File: src/rtl/tsme_pkg.sv
// Shared types and constants for the tiny stack machine executor.
// Used by the top level, the stack memory and the port checker; no dependencies.
package tsme_pkg;

    // Opcode names; OP_NOP and every code not listed here are no-ops.
    typedef enum logic [2:0] {
        OP_NOP  = 3'd0,
        OP_PUT  = 3'd1,
        OP_ADD  = 3'd2,
        OP_JZ   = 3'd3,
        OP_JMP  = 3'd4,
        OP_SWAP = 3'd7
    } op_code_t;

    // Fault codes reported with each result word.
    typedef enum logic [1:0] {
        FAULT_NONE  = 2'd0,
        FAULT_EMPTY = 2'd1,
        FAULT_FULL  = 2'd2
    } fault_t;

    // The program counter always halts the machine at this address.
    localparam logic [5:0] PC_LIMIT        = 6'd32;
    localparam logic [5:0] PROG_LEN_RESET  = 6'd32;

    typedef struct packed {
        logic [2:0] op;
        logic [4:0] arg;
    } tsme_in_t;

    typedef struct packed {
        logic [5:0]  next_pc;
        logic [31:0] top_value;
        logic [5:0]  depth;
        logic        halted;
        logic [1:0]  fault;
    } tsme_out_t;

endpackage

File: src/rtl/tiny_stack_machine_executor.sv
// Tiny stack machine executor: one instruction word in, one status word out.
// Instruction words pass the input register, then the result register.
// Throughput: one instruction per cycle unless out_ready stalls, set by the single
// execute stage and the one-read, one-write stack memory (top of stack in a register).
// Reset (rst_n, async, active low): empty stack reading as zeros, pc 0, running,
// program length 32; memory entries need no clearing pass thanks to valid bits.
module tiny_stack_machine_executor
    import tsme_pkg::*;
#(
    parameter int STACK_ENTRIES = 32
)
(
    input  logic      clk,
    input  logic      rst_n,
    input  logic      in_valid,
    output logic      in_ready,
    input  tsme_in_t  in_word,
    output logic      out_valid,
    input  logic      out_ready,
    output tsme_out_t out_word,
    input  logic      cfg_we,
    input  logic [5:0] cfg_wdata
);

    localparam int         IW  = $clog2(STACK_ENTRIES);
    localparam logic [5:0] SE6 = 6'(STACK_ENTRIES);

    logic        inq_valid_reg;
    tsme_in_t    inq_reg;
    logic        out_valid_reg;
    tsme_out_t   out_reg;

    logic [5:0]  depth_reg, depth_next;
    logic [5:0]  pc_reg, pc_next;
    logic        stopped_reg, stopped_next;
    logic [31:0] top_reg, top_next;
    logic [5:0]  plen_reg;

    logic        commit;
    logic        accept;
    logic [5:0]  depth_m1;
    logic        arg_ok;
    logic        arg_is_top;
    logic [IW-1:0] arg_idx;
    fault_t      fault_c;
    logic        wr_en;
    logic [IW-1:0] wr_addr;
    logic [31:0] wr_data;
    logic [31:0] rd_word;

    // Handshake: the execute stage retires when the result register is free.
    assign commit    = inq_valid_reg && (!out_valid_reg || out_ready);
    assign in_ready  = !inq_valid_reg || commit;
    assign accept    = in_valid && in_ready;
    assign out_valid = out_valid_reg;
    assign out_word  = out_reg;

    // Input register.
    always_ff @(posedge clk or negedge rst_n)
    begin
        if (!rst_n)
        begin
            inq_valid_reg <= 1'b0;
        end
        else if (in_ready)
        begin
            inq_valid_reg <= in_valid;
        end
    end

    always_ff @(posedge clk)
    begin
        if (accept)
        begin
            inq_reg <= in_word;
        end
    end

    // Stack memory; the top word lives in top_reg, below it in memory.
    tsme_stack #(
        .ENTRIES (STACK_ENTRIES)
    ) u_stack (
        .clk     (clk),
        .rst_n   (rst_n),
        .wr_en   (wr_en),
        .wr_addr (wr_addr),
        .wr_data (wr_data),
        .rd_en   (accept),
        .rd_addr (in_word.arg[IW-1:0]),
        .rd_word (rd_word)
    );

    assign depth_m1   = depth_reg - 6'd1;
    assign arg_idx    = inq_reg.arg[IW-1:0];
    assign arg_ok     = {1'b0, inq_reg.arg} < SE6;
    assign arg_is_top = {1'b0, inq_reg.arg} == depth_m1;

    // Execute one instruction against the current machine state.
    always_comb
    begin
        depth_next   = depth_reg;
        pc_next      = pc_reg;
        stopped_next = stopped_reg;
        top_next     = top_reg;
        fault_c      = FAULT_NONE;
        wr_en        = 1'b0;
        wr_addr      = arg_idx;
        wr_data      = top_reg;

        if (!stopped_reg)
        begin
            unique case (inq_reg.op)
                OP_PUT:
                begin
                    if (depth_reg >= SE6)
                    begin
                        fault_c = FAULT_FULL;
                    end
                    else
                    begin
                        // Spill the old top into memory before the new top replaces it.
                        if (depth_reg != 6'd0)
                        begin
                            wr_en   = 1'b1;
                            wr_addr = depth_m1[IW-1:0];
                        end
                        top_next   = {27'd0, inq_reg.arg};
                        depth_next = depth_reg + 6'd1;
                    end
                end
                OP_ADD:
                begin
                    if (depth_reg == 6'd0)
                    begin
                        fault_c = FAULT_EMPTY;
                    end
                    else if (arg_ok)
                    begin
                        if (arg_is_top)
                        begin
                            top_next = top_reg + top_reg;
                        end
                        else
                        begin
                            wr_en   = 1'b1;
                            wr_data = rd_word + top_reg;
                        end
                    end
                end
                OP_JZ:
                begin
                    if (depth_reg == 6'd0)
                    begin
                        fault_c = FAULT_EMPTY;
                    end
                    else if (top_reg == 32'd0)
                    begin
                        pc_next = {1'b0, inq_reg.arg};
                    end
                end
                OP_JMP:
                begin
                    pc_next = {1'b0, inq_reg.arg};
                end
                OP_SWAP:
                begin
                    if (depth_reg == 6'd0)
                    begin
                        fault_c = FAULT_EMPTY;
                    end
                    else if (arg_ok && !arg_is_top)
                    begin
                        wr_en    = 1'b1;
                        top_next = rd_word;
                    end
                end
                default:
                begin
                end
            endcase

            // An unchanged counter steps forward, then the halt check.
            if (pc_next == pc_reg)
            begin
                pc_next = pc_reg + 6'd1;
            end
            stopped_next = (pc_next == PC_LIMIT) || (pc_next == plen_reg);
        end

        wr_en = wr_en && commit;
    end

    // Machine state, updated when an instruction retires.
    always_ff @(posedge clk or negedge rst_n)
    begin
        if (!rst_n)
        begin
            depth_reg   <= 6'd0;
            pc_reg      <= 6'd0;
            stopped_reg <= 1'b0;
            top_reg     <= 32'd0;
        end
        else if (commit)
        begin
            depth_reg   <= depth_next;
            pc_reg      <= pc_next;
            stopped_reg <= stopped_next;
            top_reg     <= top_next;
        end
    end

    // Program length register.
    always_ff @(posedge clk or negedge rst_n)
    begin
        if (!rst_n)
        begin
            plen_reg <= PROG_LEN_RESET;
        end
        else if (cfg_we)
        begin
            plen_reg <= cfg_wdata;
        end
    end

    // Result register.
    always_ff @(posedge clk or negedge rst_n)
    begin
        if (!rst_n)
        begin
            out_valid_reg <= 1'b0;
        end
        else if (commit)
        begin
            out_valid_reg <= 1'b1;
        end
        else if (out_ready)
        begin
            out_valid_reg <= 1'b0;
        end
    end

    always_ff @(posedge clk)
    begin
        if (commit)
        begin
            out_reg.next_pc   <= pc_next;
            out_reg.top_value <= top_next;
            out_reg.depth     <= depth_next;
            out_reg.halted    <= stopped_next;
            out_reg.fault     <= fault_c;
        end
    end

endmodule

File: src/rtl/tsme_stack.sv
// Stack word memory: one write port, one registered read port with write bypass.
// Per-entry valid bits make unwritten entries read as zero after reset. Uses tsme_pkg.
module tsme_stack
    import tsme_pkg::*;
#(
    parameter int ENTRIES = 32,
    localparam int IW = $clog2(ENTRIES)
)
(
    input  logic          clk,
    input  logic          rst_n,
    input  logic          wr_en,
    input  logic [IW-1:0] wr_addr,
    input  logic [31:0]   wr_data,
    input  logic          rd_en,
    input  logic [IW-1:0] rd_addr,
    output logic [31:0]   rd_word
);

    logic [31:0]        mem [ENTRIES];
    logic [ENTRIES-1:0] vld_reg;
    logic [31:0]        mem_q_reg;
    logic               vld_q_reg;
    logic               byp_hit_reg;
    logic [31:0]        byp_data_reg;

    // Write port.
    always_ff @(posedge clk)
    begin
        if (wr_en)
        begin
            mem[wr_addr] <= wr_data;
        end
    end

    // Entry valid bits, cleared together at reset.
    always_ff @(posedge clk or negedge rst_n)
    begin
        if (!rst_n)
        begin
            vld_reg <= '0;
        end
        else if (wr_en)
        begin
            vld_reg[wr_addr] <= 1'b1;
        end
    end

    // Registered read; a write to the same address at the same edge is bypassed.
    always_ff @(posedge clk)
    begin
        if (rd_en)
        begin
            mem_q_reg    <= mem[rd_addr];
            vld_q_reg    <= vld_reg[rd_addr];
            byp_hit_reg  <= wr_en && (wr_addr == rd_addr);
            byp_data_reg <= wr_data;
        end
    end

    assign rd_word = byp_hit_reg ? byp_data_reg : (vld_q_reg ? mem_q_reg : 32'd0);

endmodule

File: config.mk
export PLATFORM = sky130hd
export DESIGN_NAME = tiny_stack_machine_executor
export DESIGN_NICKNAME = d
export VERILOG_FILES = /design/src/rtl/tsme_pkg.sv /design/src/rtl/tiny_stack_machine_executor.sv /design/src/rtl/tsme_stack.sv
export SDC_FILE = /design/constraint.sdc
export NUM_CORES = 1
export LEC_CHECK = 0
export ABC_AREA = 1
export BUFFER_PORTS_ARGS = -buffer_cell sky130_fd_sc_hd__buf_2
export CAP_MARGIN = 20
export CORE_UTILIZATION = 35
export DETAILED_ROUTE_END_ITERATION = 8
export GPL_TIMING_DRIVEN = 0
export RECOVER_POWER = 50
export SYNTH_ARGS = -nofsm -noshare
export SYNTH_HDL_FRONTEND = slang
export SYNTH_SLANG_ARGS = --single-unit
File: constraint.sdc
create_clock -name clk -period 4.9 [get_ports clk]
set_input_delay 0.49 -clock clk [delete_from_list [all_inputs] [get_ports clk]]
set_output_delay 0.49 -clock clk [all_outputs]
set_load 0.05 [all_outputs]
==> results.json, run 1 <==
{
  "largest_reg_flops": 1024,
  "via_count": 37800,
  "p_per_area_nw_per_um2": 495,
  "design.die.area_um2": 148000,
  "synth_edf_count": 1145,
  "grt_setup_unrepaired": "no",
  "path_clk_slew_ps": 60,
  "regMostFlops": "u_stack.mem",
  "syn_area_um2": 51300,
  "cts_tree": "done",
  "maxCapViolCount": 7,
  "ys_async_sr_fraction": 0.0691,
  "fin_total_pwr_mw": 29.7,
  "antenna_found_initial": 7,
  "fp-row-count": 140,
  "die_w_um": 385,
  "clkLatencyLatePin_ps": 810,
  "violations": "capacitance limit, slew limit",
  "outcome": "complete, but fails checks",
  "synth_ff_type": "edfxtp_1",
  "clock_path_buffers": 3,
  "drive_above_1_share": 0.0779,
  "dieHeight_um": 385,
  "io_buffers": 67,
  "yosys_warnings": 0,
  "finClkSkew_ps": 69.0,
  "yosysSeqAreaShare": 0.712,
  "worstMarginPinSlew_ps": 3140,
  "cts_max_level": 4,
  "crit_path_end_kind": "register",
  "core_um2": 146000,
  "final_cells": 6487,
  "power_leakage_nw": 20.1,
  "setup_viol": 0,
  "dr.pass1.iters": 7,
  "ys_ff_latch": 1230,
  "clock-sinks": 1230,
  "yosysTopAreaCell": "edfxtp_1",
  "synth_cells": 4168,
  "ant_nets": 0,
  "yosysUniqueCellTypes": 53,
  "arrival_ps": 5200,
  "slew_headroom": -1.11,
  "syn_avg_cell_area_um2": 12.3,
  "timing.fmax_mhz": 209,
  "grt_pass1_wl_um": 256000,
  "cp_max_fo": 10,
  "dpl.hpwl_um": 126000,
  "ir_worst_vdd_mv": 0.399,
  "required_ps": 5320,
  "hold_viol_final": 0,
  "hp-class": "in -> reg",
  "first_global_vias": 35400,
  "period_needed_ps": 4780,
  "drv_slew": 201,
  "grt_max_degree": 75,
  "cp-start-kind": "primary input",
  "wl_um": 181000,
  "clock-root-buffer": "clkbuf_16",
  "viasPerCell": 5.82,
  "wl_per_cell_um": 27.9,
  "post-route-period-util": 0.976,
  "drc": 0,
  "yosysTopAreaCellShare": 0.670,
  "areaGrowthSynthToFinish_pct": 16.9,
  "track_usage": 0.241,
  "grt-ovfl-total": 0,
  "cts_buffers": 131,
  "start_util": 0.352,
  "synth_area_leaders": "edfxtp_1 (67%), o21ai_0 (6.7%), nor2_1 (5.1%)",
  "syn-num-nets": 4222,
  "place_inst": 6225,
  "gp_congestion": 0.985,
  "io-pin-count": 68,
  "nets": 4514,
  "drt_iter0_markers": 5798,
  "path_class": "in -> reg"
}
-- layer usage --
metal	wire length, um	vias to the layer above	track usage	part of all wire
met4	11700	2	0.134	0.065
met5	13	-	0	0.000072
met2	77300	2558	0.358	0.43
met1	69500	18600	0.322	0.38
li1	-	16100	-	-
met3	22700	483	0.0621	0.13
-- stage by stage --
| stage | setup WS (ps) | cell area [um2] | hold slack, ps | TNS [ps] | util |
|---|---|---|---|---|---|
| after global placement | -4020 | 54000 | 441 | -3442260 | 0.371 |
| after floorplan | 165 | 51300 | 194 | 0 | - |
| final | 117 | 60000 | 228 | 0 | 0.412 |
| after detailed placement | 61.5 | 56100 | 446 | 0 | 0.385 |
| after CTS | 26.7 | 60600 | 44.1 | 0 | 0.416 |
| after global routing | 33.9 | 60000 | 195 | 0 | 0.412 |
-- cell usage in the layout (no fill, tap or decap), types with 7 or more instances in the layout --
cell type      instances
edfxtp_1            1145
o21ai_0              720
nor2_1               671
clkbuf_1             332
nand2_1              258
o221ai_1             203
inv_1                156
clkbuf_16            131
a21oi_1              122
nand3_1              119
dfrtp_1               84
o22ai_1               66
buf_12                45
a31oi_1               37
clkinv_1              34
ha_1                  34
a32oi_1               33
a22oi_1               25
nor2_2                24
o21ai_1               22
xor2_1                21
or2_1                 19
clkinv_2              18
buf_2                 17
buf_1                 16
dlygate4sd3_1         16
nor3_1                15
xnor2_1               12
buf_16                12
o21ai_4               11
clkbuf_2              11
bufinv_16              9
a22o_1                 8
nor2_4                 8
o211ai_1               8
or2_2                  7
-- synth_stat cells, types with 4 or more instances --
master / number
nor2_4: 4
buf_2: 10
o21ai_2: 13
nor2_1: 693
o22ai_1: 62
a32oi_1: 33
xnor2_1: 12
nor2_2: 6
o221ai_1: 203
nand4_1: 6
edfxtp_1: 1145
clkbuf_1: 241
a31oi_1: 37
or2_1: 20
o211ai_1: 8
nand2_1: 259
inv_2: 10
or2_2: 7
dfrtp_1: 84
o22ai_2: 5
nand3_1: 118
a21o_1: 4
ha_1: 34
a22o_1: 8
inv_1: 154
buf_1: 17
nor3_1: 14
a21oi_1: 127
o21ai_0: 691
xor2_1: 22
nand3b_1: 6
a22oi_1: 25
o21ai_1: 54
-- logic make-up after synthesis --
| family | after synthesis | share of synthesized area |
|---|---|---|
| flops | 1230 | 0.712 |
| simple gates | 1143 | 0.0906 |
| buf+inv | 441 | 0.0331 |
| xor+xnor | 34 | 0.00581 |
| fa+ha+maj | 35 | 0.00868 |
| compound gates | 1285 | 0.150 |
-- where the power goes --
part           switching (mW)  total [mW]  internal (mW)
clock network            4.37        9.94           5.57
registers               0.319        13.4           13.1
logic                    4.85        6.34           1.49
-- area by class of cell --
cell class | count | area, um2
Antenna cell | 2 | 5.00
Buffer | 274 | 1050
Clock buffer | 161 | 3440
Clock inverter | 80 | 861
Fill cell | 13400 | 85600
Inverter | 167 | 628
Multi-Input combinational cell | 2497 | 13300
Sequential cell | 1230 | 36500
Tap cell | 1917 | 2400
Timing Repair Buffer | 159 | 1800
-- worst paths after layout --
| check | end | cells after the start | slack (ps) | from |
|---|---|---|---|---|
| setup / recovery | u_stack.mem_q_reg[18]$_DFFE_PP_ | 10 | 120 | in_word[1] |
| hold / removal | arg_idx[0]$_DFFE_PP_ | 1 | 230 | in_word[0] |
| setup reg to reg | u_stack.mem[21][17]$_DFFE_PP_ | 12 | 160 | inq_reg[7]$_DFFE_PP_ |
| hold reg to reg | u_stack.vld_reg[29]$_DFFE_PN0P_ | 1 | 460 | u_stack.vld_reg[29]$_DFFE_PN0P_ |
| max in group asynchronous | top_reg[27]$_DFFE_PN0P_ | 2 | 2010 | rst_n |
| min in group asynchronous | plen_reg[3]$_DFFE_PN0P_ | 2 | 1200 | rst_n |
-- timing repair --
item,4_1_cts,5_1_grt
resized for setup,0,2
hold buffers,16,0
buffers inserted,0,1
hold endpoints to repair,58,0
setup endpoints to repair,0,85
-- critical path, cell delays in order --
cell and delay [ps]:
dlygate4sd3_1 530, clkbuf_1 220, clkbuf_1 620, clkinv_1 730
clkbuf_1 650, clkbuf_1 390, o21ai_0 140, o221ai_1 250
a31oi_1 830, a32oi_1 310
No activity file was read; power rests on OpenSTA's default activity.
==> inputs of run 2 (changes only) <==
--- a/config.mk
+++ b/config.mk
@@ -8,9 +8,12 @@
 export ABC_AREA = 1
 export BUFFER_PORTS_ARGS = -buffer_cell sky130_fd_sc_hd__buf_2
 export CAP_MARGIN = 20
+export CELL_PAD_IN_SITES_DETAIL_PLACEMENT = 1
+export CELL_PAD_IN_SITES_GLOBAL_PLACEMENT = 1
 export CORE_UTILIZATION = 35
 export DETAILED_ROUTE_END_ITERATION = 8
 export GPL_TIMING_DRIVEN = 0
+export PLACE_DENSITY_LB_ADDON = 0.1
 export RECOVER_POWER = 50
 export SYNTH_ARGS = -nofsm -noshare
 export SYNTH_HDL_FRONTEND = slang
==> constraint.sdc (replaced) <==
create_clock -name clk -period 4.9 [get_ports clk]
set_input_delay 0.98 -clock clk [delete_from_list [all_inputs] [get_ports clk]]
set_output_delay 0.98 -clock clk [all_outputs]
set_load 0.05 [all_outputs]
==> run 2 against run 1 <==
Net effect: critical path type unchanged; maximum frequency fell by 1.1%; the run still ends with capacitance limit, slew limit left; register-to-register slack improved by 70 ps; final cell count rose by 0.11%; non-clock buffer count fell by 8; critical path depth fell by 1; largest power group unchanged.
==> results.json, run 2 (synthesis results as in run 1) <==
{
  "outcome": "complete, but fails checks",
  "violations": "capacitance limit, slew limit",
  "drv_slew": 139,
  "top_layer": "met5",
  "nets": 4517,
  "clkLatencyLatePin_ps": 780,
  "fp-row-count": 140,
  "wl_um": 209000,
  "ant_nets": 0,
  "layout_commonest_cell": "edfxtp_1",
  "finalWorstSetupSlack_ps": 64.7,
  "cp-start-kind": "primary input",
  "drive_above_1_share": 0.0824,
  "dpl.hpwl_um": 149000,
  "cts_tree": "done",
  "p_per_area_nw_per_um2": 504,
  "slowest_delay_ps": 890,
  "gp_congestion": 0.891,
  "post-route-period-util": 0.987,
  "die_w_um": 385,
  "grt_pass1_wl_um": 290000,
  "grt-ovfl-total": 0,
  "path_clk_slew_ps": 60,
  "start_util": 0.352,
  "min_to": "inq_reg[7]$_DFFE_PP_",
  "slowest_stage": "clkbuf_1",
  "first_global_vias": 36800,
  "areaGrowthSynthToFinish_pct": 17.2,
  "cp_top_family": "buffers and inverters",
  "required_ps": 5380,
  "r2r_end": "u_stack.mem[28][8]$_DFFE_PP_",
  "slew_headroom": -1.60,
  "track_usage": 0.280,
  "design.die.area_um2": 148000,
  "drc": 0,
  "crit_path_end_kind": "register",
  "io_buffers": 67,
  "path_buf_inv": 5,
  "met3_length_um": 13500,
  "cp_max_fo": 10,
  "crit_top_cell": "clkbuf_1",
  "hold_viol_final": 0,
  "period_needed_ps": 4840,
  "wl_per_cell_um": 32.1,
  "fin_util": 0.413,
  "min-delay-start": "in_word[7]",
  "arrival_ps": 5320,
  "setup_tns_ps": 0,
  "clock_path_buffers": 3,
  "io-pin-count": 68,
  "layout_common_cells": "edfxtp_1 (1,145), o21ai_0 (716), nor2_1 (668)",
  "viasPerCell": 5.74,
  "clock-sinks": 1230,
  "clock-root-buffer": "clkbuf_16",
  "dieHeight_um": 385,
  "antenna_found_initial": 10,
  "r2r_start": "inq_reg[7]$_DFFE_PP_",
  "rr_worst_depth": 12,
  "dr.pass1.iters": 5,
  "power_leakage_nw": 20.1,
  "via_count": 37300,
  "cts-hold-fix-buffers": 0,
  "core_um2": 146000,
  "grt_max_degree": 72,
  "multiInputGateArea_um2": 13300,
  "num-fill-cells": 15300,
  "r2r_setup_slack_ps": 230,
  "place_worst_setup_slack_ps": -725,
  "seqCellArea_um2": 36500,
  "largest_reg_flops": 1024,
  "crit_chain": "clkbuf_1 -> clkbuf_1 -> clkinv_1 -> clkbuf_1 -> clkbuf_1 -> o21ai_0 -> o221ai_1 -> nand3_1 -> a32oi_1",
  "grt_setup_unrepaired": "no",
  "cts_max_level": 4,
  "ir_worst_vdd_mv": 0.299,
  "regMostFlops": "u_stack.mem",
  "wl_met2_um": 98300,
  "setup_viol": 0,
  "hp-class": "in -> reg",
  "drt_iter0_markers": 3723,
  "maxCapViolCount": 4,
  "met1_length_um": 89000,
  "hold_depth": 1,
  "cts_buffers": 142,
  "finClkSkew_ps": 28.8,
  "path_class": "in -> reg",
  "timing.fmax_mhz": 207,
  "timing.hold.ws_ps": 391,
  "worstMarginPinSlew_ps": 3900
}
## run 2: changes by cell type in the layout (fill, tap and decap cells not counted), moves of 4 or more
cell and change:
clkinvlp_4 -5, nor2_4 +6, o21ai_2 +4, o21ai_0 -4
clkinv_1 -6, clkbuf_1 +16, inv_16 -4, clkinv_16 -5
buf_16 -4, dlygate4sd3_1 -16, clkbuf_16 +17, buf_8 +8
## run 2: worst max-delay path by stage
stage                                             start                                  to  cells past startpoint
after global routing      u_stack.byp_hit_reg$_DFFE_PP_       u_stack.mem[26][24]$_DFFE_PP_                     25
after global placement    u_stack.byp_hit_reg$_DFFE_PP_       u_stack.mem[13][16]$_DFFE_PP_                     21
after floorplan           u_stack.byp_hit_reg$_DFFE_PP_  u_stack.byp_data_reg[24]$_DFFE_PP_                     23
after CTS                 u_stack.byp_hit_reg$_DFFE_PP_        u_stack.mem[9][22]$_DFFE_PP_                     23
after detailed placement                     in_word[1]     u_stack.mem_q_reg[30]$_DFFE_PP_                      9
final                                        in_word[1]     u_stack.mem_q_reg[30]$_DFFE_PP_                      9
## run 2: timing repair
action | 4_1_cts | 5_1_grt
endpoints found under the setup margin | 82 | 251
pin swaps | 1 | 1
buffers inserted | 1 | 2
hold endpoints to repair | 0 | 0
gates resized for setup | 1 | 5
## run 2: metrics by stage
stage / area, um2 / total power [mW] / std cells
floorplan: 51300 / 16.7 / 4168
global placement: 54000 / 19.8 / 6152
detailed placement: 56200 / 20.3 / 6232
CTS: 60700 / 30.6 / 6489
global route: 60100 / 31.2 / 6492
finish: 60100 / 30.3 / 6494
## run 2: area by class of cell
cell class                      instances  share of cell area
Sequential cell                      1230               0.607
Clock inverter                         62             0.00905
Multi-Input combinational cell       2497               0.222
Clock buffer                          194              0.0652
Timing Repair Buffer                  151              0.0287
Tap cell                             1917              0.0399
Buffer                                274              0.0173
Antenna cell                            2           0.0000833
Inverter                              167              0.0104
## run 2: metal layers
layer,GRT usage,vias up
met5,0,-
met1,0.380,19500
met4,0.0958,2
met3,0.0423,289
met2,0.458,1351
li1,-,16100
## run 2: where the power goes
part           internal, mW  switching (mW)  total (mW)
Combinational          1.49            5.01        6.50
Sequential             13.1           0.350        13.4
Clock                  6.02            4.34        10.4
